[config.mk]
export PLATFORM = sky130hd
export DESIGN_NAME = tld_front
export DESIGN_NICKNAME = d
export VERILOG_FILES = /design/src/rtl/tty_line_discipline_top_macros.svh /design/src/rtl/tld_pkg.sv /design/src/rtl/tld_front.sv
export SDC_FILE = /design/constraint.sdc
export NUM_CORES = 1
export LEC_CHECK = 0
export BUFFER_PORTS_ARGS = -buffer_cell sky130_fd_sc_hd__buf_2
export CAP_MARGIN = 30
export CORE_ASPECT_RATIO = 1.75
export CORE_UTILIZATION = 43
export CTS_BUF_LIST = sky130_fd_sc_hd__clkbuf_8
export DETAILED_ROUTE_END_ITERATION = 8
export PLACE_DENSITY = 0.64
export RECOVER_POWER = 100
export SLEW_MARGIN = 20
export SYNTH_ARGS = -nofsm -noshare
export SYNTH_HDL_FRONTEND = slang
export SYNTH_SLANG_ARGS = --single-unit
[constraint.sdc]
create_clock -name clk -period 4.55 [get_ports clk]
set_clock_uncertainty 0.05 [all_clocks]
set_input_delay 0.455 -clock clk [delete_from_list [all_inputs] [get_ports clk]]
set_output_delay 0.455 -clock clk [all_outputs]
set_load 0.03 [all_outputs]
[src/rtl/tty_line_discipline_top_macros.svh]
// assertion macros shared by the line discipline rtl
// no dependencies
`ifndef TTY_LINE_DISCIPLINE_TOP_MACROS_SVH
`define TTY_LINE_DISCIPLINE_TOP_MACROS_SVH
// implication checked on every clock, quiet in reset
`define TLD_ASSERT_IMP(label, clk, rst_n, ante, cons) \
  label: assert property (@(posedge clk) disable iff (!rst_n) (ante) |-> (cons)) \
    else $error("assertion failed");
// next-cycle implication
`define TLD_ASSERT_NXT(label, clk, rst_n, ante, cons) \
  label: assert property (@(posedge clk) disable iff (!rst_n) (ante) |=> (cons)) \
    else $error("assertion failed");
`endif

[src/rtl/tld_pkg.sv]
// types and constants of the tty line discipline
// no dependencies
package tld_pkg;
  typedef struct packed {
    logic       opcode;
    logic [7:0] rx_char;
  } in_req_t;

  typedef struct packed {
    logic [2:0] kind;
    logic [7:0] data_byte;
    logic       last;
  } out_req_t;

  localparam logic OP_CHAR = 1'b0;
  localparam logic OP_POP  = 1'b1;

  localparam logic [2:0] K_ECHO  = 3'd0;
  localparam logic [2:0] K_CLEAR = 3'd1;
  localparam logic [2:0] K_INTR  = 3'd2;
  localparam logic [2:0] K_SUSP  = 3'd3;
  localparam logic [2:0] K_WAKE  = 3'd4;
  localparam logic [2:0] K_BYTE  = 3'd5;
  localparam logic [2:0] K_EMPTY = 3'd6;
  localparam logic [2:0] K_EOF   = 3'd7;

  localparam logic CFG_RAW  = 1'b0;
  localparam logic CFG_ECHO = 1'b1;

  localparam logic [7:0] CH_INTR = 8'h03;
  localparam logic [7:0] CH_EOF  = 8'h04;
  localparam logic [7:0] CH_BS   = 8'h08;
  localparam logic [7:0] CH_LF   = 8'h0A;
  localparam logic [7:0] CH_FF   = 8'h0C;
  localparam logic [7:0] CH_CR   = 8'h0D;
  localparam logic [7:0] CH_SUSP = 8'h1A;
  localparam logic [7:0] CH_DEL  = 8'h7F;
  localparam logic [7:0] CH_SP   = 8'h20;
  localparam logic [7:0] CH_CARET = 8'h5E;
  localparam logic [7:0] CH_C    = 8'h43;
  localparam logic [7:0] CH_Z    = 8'h5A;

  // classified command passed from front to back
  typedef enum logic [3:0] {
    CMD_POP, CMD_RAW, CMD_INTR, CMD_SUSP, CMD_EOF, CMD_FF,
    CMD_BS, CMD_ENTER, CMD_APPEND, CMD_NONE
  } cmd_e;

  typedef struct packed {
    cmd_e       cmd;
    logic [7:0] ch;
  } cmd_t;
endpackage

[src/rtl/tld_front.sv]
// front end: takes requests and classifies them into commands
// depends on tld_pkg
module tld_front (
  input  logic             clk,
  input  logic             rst_n,
  input  logic             in_valid,
  output logic             in_stall,
  input  tld_pkg::in_req_t in_req,
  input  logic             raw_mode,
  output logic             q_valid,
  input  logic             q_ready,
  output tld_pkg::cmd_t    q_cmd
);
  // two-entry queue
  tld_pkg::cmd_t q_mem_r [2];
  logic          wp_r, rp_r;
  logic [1:0]    cnt_r;
  tld_pkg::cmd_t cls;
  logic          push, pop;

  always_comb begin
    cls.ch = in_req.rx_char;
    if (in_req.opcode == tld_pkg::OP_POP) cls.cmd = tld_pkg::CMD_POP;
    else if (raw_mode) cls.cmd = tld_pkg::CMD_RAW;
    else begin
      unique case (in_req.rx_char)
        tld_pkg::CH_INTR:                cls.cmd = tld_pkg::CMD_INTR;
        tld_pkg::CH_SUSP:                cls.cmd = tld_pkg::CMD_SUSP;
        tld_pkg::CH_EOF:                 cls.cmd = tld_pkg::CMD_EOF;
        tld_pkg::CH_FF:                  cls.cmd = tld_pkg::CMD_FF;
        tld_pkg::CH_DEL, tld_pkg::CH_BS: cls.cmd = tld_pkg::CMD_BS;
        tld_pkg::CH_CR, tld_pkg::CH_LF:  cls.cmd = tld_pkg::CMD_ENTER;
        default:                         cls.cmd = tld_pkg::CMD_APPEND;
      endcase
    end
  end

  assign in_stall = (cnt_r == 2'd2);
  assign push     = in_valid && !in_stall;
  assign q_valid  = (cnt_r != 2'd0);
  assign pop      = q_valid && q_ready;
  assign q_cmd    = q_mem_r[rp_r];

  always_ff @(posedge clk) begin
    if (push) q_mem_r[wp_r] <= cls;
    if (!rst_n) begin
      wp_r  <= 1'b0;
      rp_r  <= 1'b0;
      cnt_r <= 2'd0;
    end else begin
      if (push) wp_r <= ~wp_r;
      if (pop) rp_r <= ~rp_r;
      cnt_r <= cnt_r + {1'b0, push} - {1'b0, pop};
    end
  end
endmodule

# After elaboration in Yosys (flattened, before gate mapping)
# Memory sizes are Yosys's and may differ from the RTL's. A register that Yosys moved wholly into a read port is not among the register bits.
# Cells that the tools add are included.
[totals]
regBits = 4
wordCells = 30
n_memories = 1
ram_bits = 24
[classes]
reduce_logical = 6
addsub = 2
n_bitwise = 2
n_mux = 7
eq_ne = 9
[mem_list]
columns = ["memory", "words", "word_bits", "read_ports", "rd_ports_with_merged_regs", "write_ports", "line", "text"]
rows = [
  ["q_mem_r", 2, 12, 1, 1, 1, "tld_front.sv:15", "tld_pkg::cmd_t q_mem_r [2];"],
]
[ops]
columns = ["op", "count"]
rows = [
  ["$eq 8x4->1 const B", 4],
  ["$pmux 4 s6", 1],
  ["$eq 8x2->1 const B", 1],
  ["$eq 8x3->1 const B", 1],
  ["$eq 8x5->1 const B", 1],
  ["$eq 8x7->1 const B", 1],
  ["$mux 4", 2],
  ["$mux 1", 4],
  ["$reduce_or 2->1", 2],
  ["$add 2x1->2", 1],
  ["$eq 2x2->1 const B", 1],
  ["$logic_and 1x1->1", 2],
  ["$not 1->1", 2],
  ["$reduce_bool 2->1", 1],
  ["$sub 2x1->2", 1],
  ["$logic_not 1->1", 1],
]

# Depth between registers and ports, before layout
[depth]
ltp_word = 5
mapped_depth = 8
mapped_depth_nobuf = 8

# Worst setup path after synthesis
# OpenSTA, ideal clock, no wires.
[synth_timing]
path_type = "register to register"
startpoint = "register cnt_r[1]"
endpoint = "register cnt_r[1]"
arrival_time_ns = 1.747
required_ns = 4.385
period_less_slack_ns = 1.912
slack_ns = 2.638
stages_incl_launch_ff = 9
path_cell_list = "dfxtp_1 or2_2 and2_1 ha_1 inv_1 ha_1 xnor2_1 xnor2_1 and2_1"
[synth_between]
elab_cells_between_ends = 7
[synth_rtl]
columns = ["element", "line", "text"]
rows = [
  ["start, declared", "tld_front.sv:17", "logic [1:0] cnt_r;"],
  ["start signal, assigned", "tld_front.sv:53", "cnt_r <= cnt_r + {1'b0, push} - {1'b0, pop};"],
  ["$reduce_bool 2->1", "tld_front.sv:40", "assign q_valid = (cnt_r != 2'd0);"],
  ["net q_valid", "tld_front.sv:10", "output logic q_valid,"],
  ["$logic_and 1x1->1", "tld_front.sv:41", "assign pop = q_valid && q_ready;"],
  ["net pop", "tld_front.sv:19", "logic push, pop;"],
  ["$sub 2x1->2", "tld_front.sv:53", ""],
]
# The timed path passes the listed nets, and every way through them passes these cells.
# A chain may end at the register's enable or synchronous reset.

==> results_dict.tcl <==
set metrics [dict create \
    status "finished clean" \
    synth-main-ff-cell "edfxtp_1" \
    via_per_inst 5.327 \
    synth_area_leaders "edfxtp_1 (57%), mux2_2 (11%), dfxtp_1 (7.9%), xnor2_1 (2.8%), o21ba_1 (2.4%)" \
    yosys-top-cells-count "edfxtp_1 (24), mux2_2 (12), dfxtp_1 (5)" \
    crit_fanout 12 \
    synth_cells 85 \
    antenna_found_initial 0 \
    coreArea_mm2 0.002753 \
    synth_top_cell_by_area "edfxtp_1" \
    cts_num_sinks 29 \
    drtIter0Drc 13 \
    cts_setup_buffers 0 \
    finalHoldViolCount 0 \
    vdd_drop_max_mv 0.3742 \
    dpl.hpwl_um 1629 \
    htree_num_levels 2 \
    cts_buffers 5 \
    worst_setup_path_end_kind "output port" \
    maxSlewHeadroom_pct 59.89 \
    syn_nets 101 \
    tightest_slew_ns 0.6017 \
    path_class "reg2out" \
    crit_path_start_kind "flip-flop" \
    layout.nets 135 \
    drive_gt1_share_pct 22.50 \
    routabilityCongestion 0.7819 \
    remaining_drc_errors 0 \
    finalCritPeriodShare_pct 45.36 \
    dieArea_mm2 0.003162 \
    synth_edf_count 24 \
    grt_max_degree 13 \
    p_total_mw 0.8313 \
    leakage_nw 0.5526 \
    cts_max_path_buffers 2 \
    min_path_type "in2reg" \
    fillCellCount 272 \
    die_y_um 73.65 \
    grt_overflow 0 \
    routedWlPerCell_um 15.16 \
    synth_most_common_cell "edfxtp_1" \
    drv_slew 0 \
    synthArstFlopShare_pct 0 \
    syn_avg_cell_area_um2 14.84 \
    period_needed_ns 2.064 \
    worstPathArrival_ns 1.56 \
    holdBufCountCts 0 \
    synth_area_mm2 0.001261 \
    initial_core_util_pct 45.82 \
    drtPass1Iterations 4 \
    rsz0062_at_grt "false" \
    grt_pass1_vias 809 \
    synth_top_area_share_pct 57.14 \
    maxCapViolations 0 \
    synth_warnings 0 \
    clock_latency_ns 0.28 \
    rows 25 \
    ys_ff_latch 29 \
    grt_pass1_wl_um 3574 \
    clkSlewWorstSetupHoldPaths_ns 0.06 \
    setup_violations 0 \
    ios 28 \
    max_freq_ghz 0.4845 \
    track_usage_pct 16.57 \
    final_antenna_net_count 0 \
    tns_ns 0 \
    die_width_um 42.94 \
    drt_wl_total_um 2229 \
    power.density_mw_per_mm2 560.2 \
    dr_total_vias 783 \
    root_buffer "clkbuf_8" \
    ys_types 28 \
    area_delta_synth_final_pct 17.66 \
    seq_area_frac_synth_pct 65.08 \
    cts_tree "built" \
    worst_ep_required_time_ns 4.05 \
    port_buffers 27 \
    n_antenna_cell 0 \
    cts_resized 0 \
]
==> cells in the final DEF, fill, tap and decap left out, types with 4 or more instances in the layout <==
cell / count
buf_2: 5
clkbuf_1: 23
clkbuf_8: 6
dfxtp_1: 5
edfxtp_1: 24
inv_1: 4
mux2_2: 12
xnor2_1: 4
==> power by group <==
| group | leakage [nW] | switching (mW) | total (mW) | internal (mW) |
|---|---|---|---|---|
| registers | 0.268 | 0.0281 | 0.369 | 0.341 |
| clock network | 0.0538 | 0.0887 | 0.207 | 0.118 |
| logic | 0.231 | 0.163 | 0.256 | 0.0926 |
==> final timing paths <==
path,startpoint,endpoint,slack (ns),cells past startpoint
max,flip-flop,q_cmd[1],2.49,2
min,rst_n,wp_r,0.38,2
max reg2reg,cnt_r[1],cnt_r[1],2.65,8
min reg2reg,rp_r,flip-flop,0.49,2
==> kinds of logic (layout without fill, tap and decap cells) <==
logic type	count (synthesis)	in the layout	synth area share (%)
XOR/XNOR	4	4	2.777
adder cells (fa/ha/maj)	2	2	1.984
buffers and inverters	3	38	0.9919
multiplexers	12	12	10.71
flip-flops	29	29	65.08
AO/OA/AOI/OAI	9	9	5.159
AND/OR/NAND/NOR	26	26	13.30
==> critical path: stages, from the launching register on <==
cell and delay [ns]:
dfxtp_1 0.67, mux2_2 0.40, clkbuf_1 0.21
==> per-stage QoR <==
stage | utilization (%) | hold slack (ns) | instances | area (um2) | setup slack, ns
floorplan | - | 0.4542 | 85 | 1261 | 2.638
global placement | 51.77 | 0.4708 | 138 | 1425 | 2.683
detailed placement | 51.77 | 0.4762 | 138 | 1425 | 2.636
CTS | 55.05 | 0.3467 | 146 | 1515 | 2.474
global route | 53.91 | 0.3813 | 147 | 1484 | 2.392
finish | 53.91 | 0.3760 | 147 | 1484 | 2.486
==> area by class of cell <==
type                       instances  area, um2  area share [%]
sequential                        29      820.8           55.31
multi-input combinational         53      420.4           28.33
timing repair buffer              28      111.4           7.504
clock buffer                       6      82.58           5.565
tap                               27      33.78           2.277
clock inverter                     2      7.507          0.5059
inverter                           2      7.507          0.5059
==> registers in the layout (all words and copies together), names as in the netlist, named ones only <==
register and count:
wp_r 1, q_mem_r 24, cnt_r 2, rp_r 1
==> layer usage <==
layer / share of wire (%) / track usage, %
met5: 0 / 0
met4: 3.3 / 12.12
met3: 4.1 / 5.405
met2: 57 / 30.98
met1: 35 / 13.68
No activity file was read; power rests on OpenSTA's default activity.
